### config.mk
export PLATFORM = sky130hd
export DESIGN_NAME = mb_core
export DESIGN_NICKNAME = d
export VERILOG_FILES = /design/src/hw/rtl/mb_pkg.sv /design/src/hw/rtl/mb_mul.sv /design/src/hw/rtl/mb_core.sv
export SDC_FILE = /design/constraint.sdc
export NUM_CORES = 2
export LEC_CHECK = 0
export BUFFER_PORTS_ARGS = -buffer_cell sky130_fd_sc_hd__buf_4
export CAP_MARGIN = 30
export CORE_ASPECT_RATIO = 1.25
export CORE_MARGIN = 5
export CORE_UTILIZATION = 50
export CTS_CLUSTER_DIAMETER = 120
export DETAILED_ROUTE_END_ITERATION = 10
export PLACE_DENSITY = 0.72
export RECOVER_POWER = 100
export SLEW_MARGIN = 0
export SYNTH_ARGS = -nofsm -noshare
export SYNTH_HDL_FRONTEND = slang
export SYNTH_SLANG_ARGS = --single-unit
### constraint.sdc
create_clock -name clk -period 31.4 [get_ports clk]
set_input_delay 6.28 -clock clk [delete_from_list [all_inputs] [get_ports clk]]
set_output_delay 6.28 -clock clk [all_outputs]
set_load 0.01 [all_outputs]
### src/hw/rtl/mb_pkg.sv
// Shared types, widths and register indexes for the escape-time evaluator.
package mb_pkg;

  localparam int WORD_W    = 32;
  localparam int PROD_W    = 2 * WORD_W;
  localparam int POS_W     = 10;
  localparam int CNT_W     = 16;
  localparam int CFG_IDX_W = 3;

  localparam logic [CFG_IDX_W-1:0] REG_ORIGIN_X = 3'd0;
  localparam logic [CFG_IDX_W-1:0] REG_ORIGIN_Y = 3'd1;
  localparam logic [CFG_IDX_W-1:0] REG_STEP_X   = 3'd2;
  localparam logic [CFG_IDX_W-1:0] REG_STEP_Y   = 3'd3;
  localparam logic [CFG_IDX_W-1:0] REG_MAX_ITER = 3'd4;

  localparam logic signed [WORD_W-1:0] ORIGIN_RST   = -32'sd536870912;
  localparam logic signed [WORD_W-1:0] STEP_RST     = 32'sd1049625;
  localparam logic        [CNT_W-1:0]  MAX_ITER_RST = 16'd1000;

  typedef struct packed {
    logic signed [WORD_W-1:0] origin_x;
    logic signed [WORD_W-1:0] origin_y;
    logic signed [WORD_W-1:0] step_x;
    logic signed [WORD_W-1:0] step_y;
    logic        [CNT_W-1:0]  max_iter;
  } cfg_t;

  typedef struct packed {
    logic        [POS_W-1:0]  out_col;
    logic        [POS_W-1:0]  out_row;
    logic        [CNT_W-1:0]  iter_count;
    logic                     escaped;
    logic signed [WORD_W-1:0] final_re;
    logic signed [WORD_W-1:0] final_im;
  } res_t;

endpackage

### src/hw/rtl/mb_mul.sv
// Shared registered 32x32 signed multiplier.
module mb_mul import mb_pkg::*; (
  input  logic                     clk,
  input  logic signed [WORD_W-1:0] a,
  input  logic signed [WORD_W-1:0] b,
  output logic signed [PROD_W-1:0] p
);

  always_ff @(posedge clk) begin
    p <= PROD_W'(a) * PROD_W'(b);
  end

endmodule

### src/hw/rtl/mb_core.sv
// Iteration sequencer and datapath around the shared multiplier.
module mb_core import mb_pkg::*; #(
  parameter int FRAC_BITS = 28
) (
  input  logic             clk,
  input  logic             rst,
  input  logic             start,
  input  logic [POS_W-1:0] col,
  input  logic [POS_W-1:0] row,
  input  cfg_t             cfg,
  output logic             idle,
  output logic             done,
  input  logic             done_ack,
  output res_t             res
);

  localparam int THR_SHIFT = 2 * FRAC_BITS + 2;
  localparam bit ESC_EN = (THR_SHIFT <= PROD_W - 1);
  localparam logic [PROD_W-1:0] THRESH = ESC_EN ? (64'd1 << THR_SHIFT) : '1;

  localparam logic [2:0] S_IDLE = 3'd0;
  localparam logic [2:0] S_CX   = 3'd1;
  localparam logic [2:0] S_CY   = 3'd2;
  localparam logic [2:0] S_RR   = 3'd3;
  localparam logic [2:0] S_II   = 3'd4;
  localparam logic [2:0] S_RI   = 3'd5;
  localparam logic [2:0] S_UPD  = 3'd6;
  localparam logic [2:0] S_DONE = 3'd7;

  function automatic logic signed [WORD_W-1:0] sat32(input logic signed [PROD_W-1:0] v);
    if (v > 64'sd2147483647) begin
      return 32'sh7fffffff;
    end else if (v < -64'sd2147483648) begin
      return 32'sh80000000;
    end else begin
      return v[WORD_W-1:0];
    end
  endfunction

  logic [2:0]               state;
  logic [POS_W-1:0]         col_r;
  logic [POS_W-1:0]         row_r;
  logic signed [WORD_W-1:0] zr;
  logic signed [WORD_W-1:0] zi;
  logic signed [WORD_W-1:0] cr;
  logic signed [WORD_W-1:0] ci;
  logic signed [PROD_W-1:0] rr;
  logic signed [PROD_W-1:0] ii;
  logic [CNT_W-1:0]         count;
  logic                     esc;

  logic signed [WORD_W-1:0] mul_a;
  logic signed [WORD_W-1:0] mul_b;
  logic signed [PROD_W-1:0] p;
  logic [PROD_W-1:0]        mag;
  logic                     over;
  logic signed [PROD_W-1:0] re_sum;
  logic signed [PROD_W-1:0] im_sum;

  mb_mul u_mul (
    .clk (clk),
    .a   (mul_a),
    .b   (mul_b),
    .p   (p)
  );

  always_comb begin
    case (state)
      S_CX: begin
        mul_a = {{(WORD_W-POS_W){1'b0}}, col_r};
        mul_b = cfg.step_x;
      end
      S_CY: begin
        mul_a = {{(WORD_W-POS_W){1'b0}}, row_r};
        mul_b = cfg.step_y;
      end
      S_RR: begin
        mul_a = zr;
        mul_b = zr;
      end
      S_II: begin
        mul_a = zi;
        mul_b = zi;
      end
      default: begin
        mul_a = zr;
        mul_b = zi;
      end
    endcase
  end

  // p holds zi*zi in S_RI and zr*zi in S_UPD
  assign mag    = $unsigned(rr) + $unsigned(p);
  assign over   = ESC_EN && (mag > THRESH);
  assign re_sum = ((rr - ii) >>> FRAC_BITS) + PROD_W'(cr);
  assign im_sum = (p >>> (FRAC_BITS - 1)) + PROD_W'(ci);

  always_ff @(posedge clk) begin
    if (rst) begin
      state <= S_IDLE;
    end else begin
      case (state)
        S_IDLE: if (start) state <= S_CX;
        S_CX:   state <= S_CY;
        S_CY:   state <= S_RR;
        S_RR:   state <= S_II;
        S_II:   state <= S_RI;
        S_RI:   state <= (over || count == cfg.max_iter) ? S_DONE : S_UPD;
        S_UPD:  state <= S_RR;
        S_DONE: if (done_ack) state <= S_IDLE;
        default: state <= S_IDLE;
      endcase
    end
  end

  always_ff @(posedge clk) begin
    case (state)
      S_IDLE: begin
        if (start) begin
          col_r <= col;
          row_r <= row;
          zr    <= '0;
          zi    <= '0;
          count <= '0;
          esc   <= 1'b0;
        end
      end
      S_CY: cr <= sat32(PROD_W'(cfg.origin_x) + p);
      // row*step_y only on the first pass, before any update
      S_RR: if (count == '0) ci <= sat32(PROD_W'(cfg.origin_y) + p);
      S_II: rr <= p;
      S_RI: begin
        ii  <= p;
        esc <= over;
      end
      S_UPD: begin
        zr    <= sat32(re_sum);
        zi    <= sat32(im_sum);
        count <= count + 1'b1;
      end
      default: ;
    endcase
  end

  assign idle = (state == S_IDLE);
  assign done = (state == S_DONE);

  assign res.out_col    = col_r;
  assign res.out_row    = row_r;
  assign res.iter_count = count;
  assign res.escaped    = esc;
  assign res.final_re   = zr;
  assign res.final_im   = zi;

endmodule
==> run_results.csv <==
group,metric,value,unit
sta,hold_viol_final,0,
critical_path,slowest_delay,1.31,ns
clock_tree,clk_pin_slew,0.07,ns
sta,skew,0.07619,ns
outcome,status,"finished, violations left",
critical_path,cp-start-kind,"input pin",
layout,post-route-util,54.29,%
logic_synthesis,syn_avg_cell_area,8.934,sq um
sta,period_share,50.83,%
layout,syn_to_final_growth,7.922,%
logic_synthesis,synth_top_area_share,32.37,%
route,wl_per_cell,25.78,microns
logic_synthesis,synthXorXnorAreaFrac,4.326,%
clock_tree,clk_latency,0.68,ns
critical_path,cp_data_required_time,31.94,ns
placement,io_buffers,270,
critical_path,end_kind,"flip-flop",
layout,drive_gt1_share,6.331,%
logic_synthesis,ys_types,104,
global_routing,grt_pass1_wl,364000,microns
global_routing,grt_max_degree,89,
route,remaining_drc_errors,0,
global_routing,overflow,0,
logic_synthesis,synth_warnings,0,
clock_tree,cts_resized,0,
die,initial_core_util,50.30,%
route,dr.pass1.iters,8,
logic_synthesis,synth_edf_count,293,
critical_path,slowest_stage,"clkbuf_1",
clock_tree,htreeDepth,2,
layout,fin_area,72540,sq um
min_path,min_path_type,"flip-flop to flip-flop",
die,num_io_pins,271,
critical_path,worstPathArrival,16.50,ns
placement,gp_congestion,1.010,
global_routing,grt_usage,34.27,%
clock_tree,cts_buffer_depth,3,
logic_synthesis,synth.area.top_cells,"fa_1 32%, edfxtp_1 13%, ha_1 9.5%",
sta,max_freq,62.65,MHz
sta,setup_tns,0,ns
logic_synthesis,yosysMostFrequentCell,"inv_1",
logic_synthesis,yosys-top-cells-count,"1130 x inv_1, 1087 x fa_1, 797 x nor2_1, 749 x nand2_1, 510 x ha_1",
sta,period_minus_slack,15.96,ns
global_routing,grt_pass1_vias,59109,
clock_tree,cts_made_buffers,44,
route,via_count,57260,
logic_synthesis,syn_inst,7524,
clock_tree,clock-sinks,360,
die,core-area,133600,sq um
clock_tree,postCtsSetupBuffers,0,
sta,setup_viol,0,
clock_tree,root_buffer,"clkbuf_16",
logic_synthesis,yosys.area_share.simple,14.74,%
placement,placed_area,71540,sq um
logic_synthesis,synth_seq_cells,360,
route,drtIter0Drc,5422,
logic_synthesis,yosysSeqAreaShare,15.09,%
logic_synthesis,synthAdderAreaFrac,41.87,%
logic_synthesis,synth_top_family_by_area,"adder cells",
sta,rsz0062_at_grt,"false",
route,vias_per_cell,6.071,
critical_path,crit_type,"input pin to flip-flop",
global_routing,antenna_found_initial,11,
outcome,violations,"capacitance limit, slew limit",
sta,holdWs,0.6353,ns
sta,drv_slew,525,
die,die_y,419.9,microns
logic_synthesis,synth_top_cell_by_area,"fa_1",
logic_synthesis,syn_nets,9289,
critical_path,path_max_fanout,32,
logic_synthesis,synth.area.mux_share,0.7483,%
logic_synthesis,syn_area,67220,sq um
clock_tree,cts_tree,"yes",
logic_synthesis,ys_async_sr_fraction,0,%
flow_run,drv_cap,13,
route,ant_nets,0,
die,dieArea,141900,sq um
clock_tree,cts_hold_buffers,0,
route,totalWireLength,243100,microns
layout,nets,9405,
placement,dp_hpwl,199800,microns
die,die_width,337.9,microns
sta,slew_headroom,-197.1,%
logic_synthesis,yosys_most_used_dff,"edfxtp_1",
logic_synthesis,synth_compound_area_share,14.90,%
sta,tightestPinTransition,4.457,ns
die,rows,150,
critical path: cells and delay by family:
| family | cells | cell delay [ns] |
|---|---|---|
| AND/OR/NAND/NOR | 2 | 0.38 |
| adder cells (fa/ha/maj) | 9 | 5.08 |
| XOR/XNOR | 1 | 0.14 |
| AO/OA/AOI/OAI | 11 | 2.27 |
| buffers and inverters | 9 | 2.34 |
logic make-up after synthesis:
group                    count (synthesis)
flip-flops                             360
AND/OR/NAND/NOR                       2205
XOR/XNOR                               332
adder cells (fa/ha/maj)               1597
AO/OA/AOI/OAI                         1519
buffers and inverters                 1464
multiplexers                            47
registers in the layout, summed over array words and instances (netlist names):
signal,flops
ci,32
col_r,10
count,16
cr,32
esc,1
ii,64
row_r,10
rr,64
state,3
u_mul.p,64
zi,32
zr,32
per-stage QoR:
stage	cells	setup slack [ns]
final	9431	15.44
after global routing	9427	14.94
after CTS	9423	16.52
after detailed placement	9341	15.85
after global placement	9326	16.04
after floorplan	7524	16.67
path summary, 6_finish.rpt:
path                            depth (start not counted)                   from             endpoint  slack [ns]
worst max-delay path                                   32                cfg[16]  u_mul.p[63]$_DFF_P_       15.44
worst min-delay path                                    0     u_mul.p[2]$_DFF_P_      rr[2]$_DFFE_PN_        0.64
worst max register to register                         30  state[1]$_SDFFE_PP0P_  u_mul.p[60]$_DFF_P_       16.40
worst min register to register                          0     u_mul.p[2]$_DFF_P_      rr[2]$_DFFE_PN_        0.64
cells in the final DEF, fill, tap and decap left out, drive strengths merged, types with 30 or more instances in the layout:
| master | netlist | routed |
|---|---|---|
| clkbuf | 281 | 187 |
| o21a | 57 | 57 |
| xor2 | 146 | 146 |
| a31oi | 45 | 45 |
| nand3b | 30 | 30 |
| o21bai | 64 | 64 |
| nor3 | 71 | 71 |
| dfxtp | 67 | 67 |
| a21o | 201 | 201 |
| inv | 1130 | 1141 |
| a211oi | 44 | 44 |
| o21ai | 300 | 300 |
| and3 | 41 | 41 |
| fa | 1087 | 1087 |
| nand3 | 97 | 97 |
| and2 | 46 | 46 |
| a221oi | 39 | 39 |
| a221o | 33 | 33 |
| edfxtp | 293 | 293 |
| nor2b | 53 | 53 |
| nand2b | 104 | 104 |
| nand4 | 83 | 83 |
| buf | 53 | 262 |
| xnor2 | 186 | 186 |
| o211ai | 39 | 39 |
| nor4 | 37 | 37 |
| a21oi | 455 | 455 |
| nor2 | 797 | 797 |
| nand2 | 750 | 750 |
| a22oi | 38 | 38 |
| ha | 510 | 510 |
area by class of cell:
type / count / area [sq um]
diodes: 7 / 17.52
clock buffers: 45 / 1105
clock inverters: 37 / 465.4
fillers: 12166 / 61090
inverters: 1130 / 4242
multi-input cells: 5700 / 51720
flip-flops and latches: 360 / 10140
well taps: 1748 / 2187
repair buffers: 404 / 2663
routing by layer:
layer	vias to the layer above	wire, microns	track usage, %	share of wire [%]
li1	25116	-	-	-
met1	28361	90820	42.63	37
met2	2967	108500	54.19	45
met3	812	24730	8.418	10
met4	4	19010	20.40	7.8
met5	-	84	0.4534	0.035
Power is left out: the tool's default activity adds up to more than one toggle a clock period on the data nets, which glitch-free logic cannot reach.
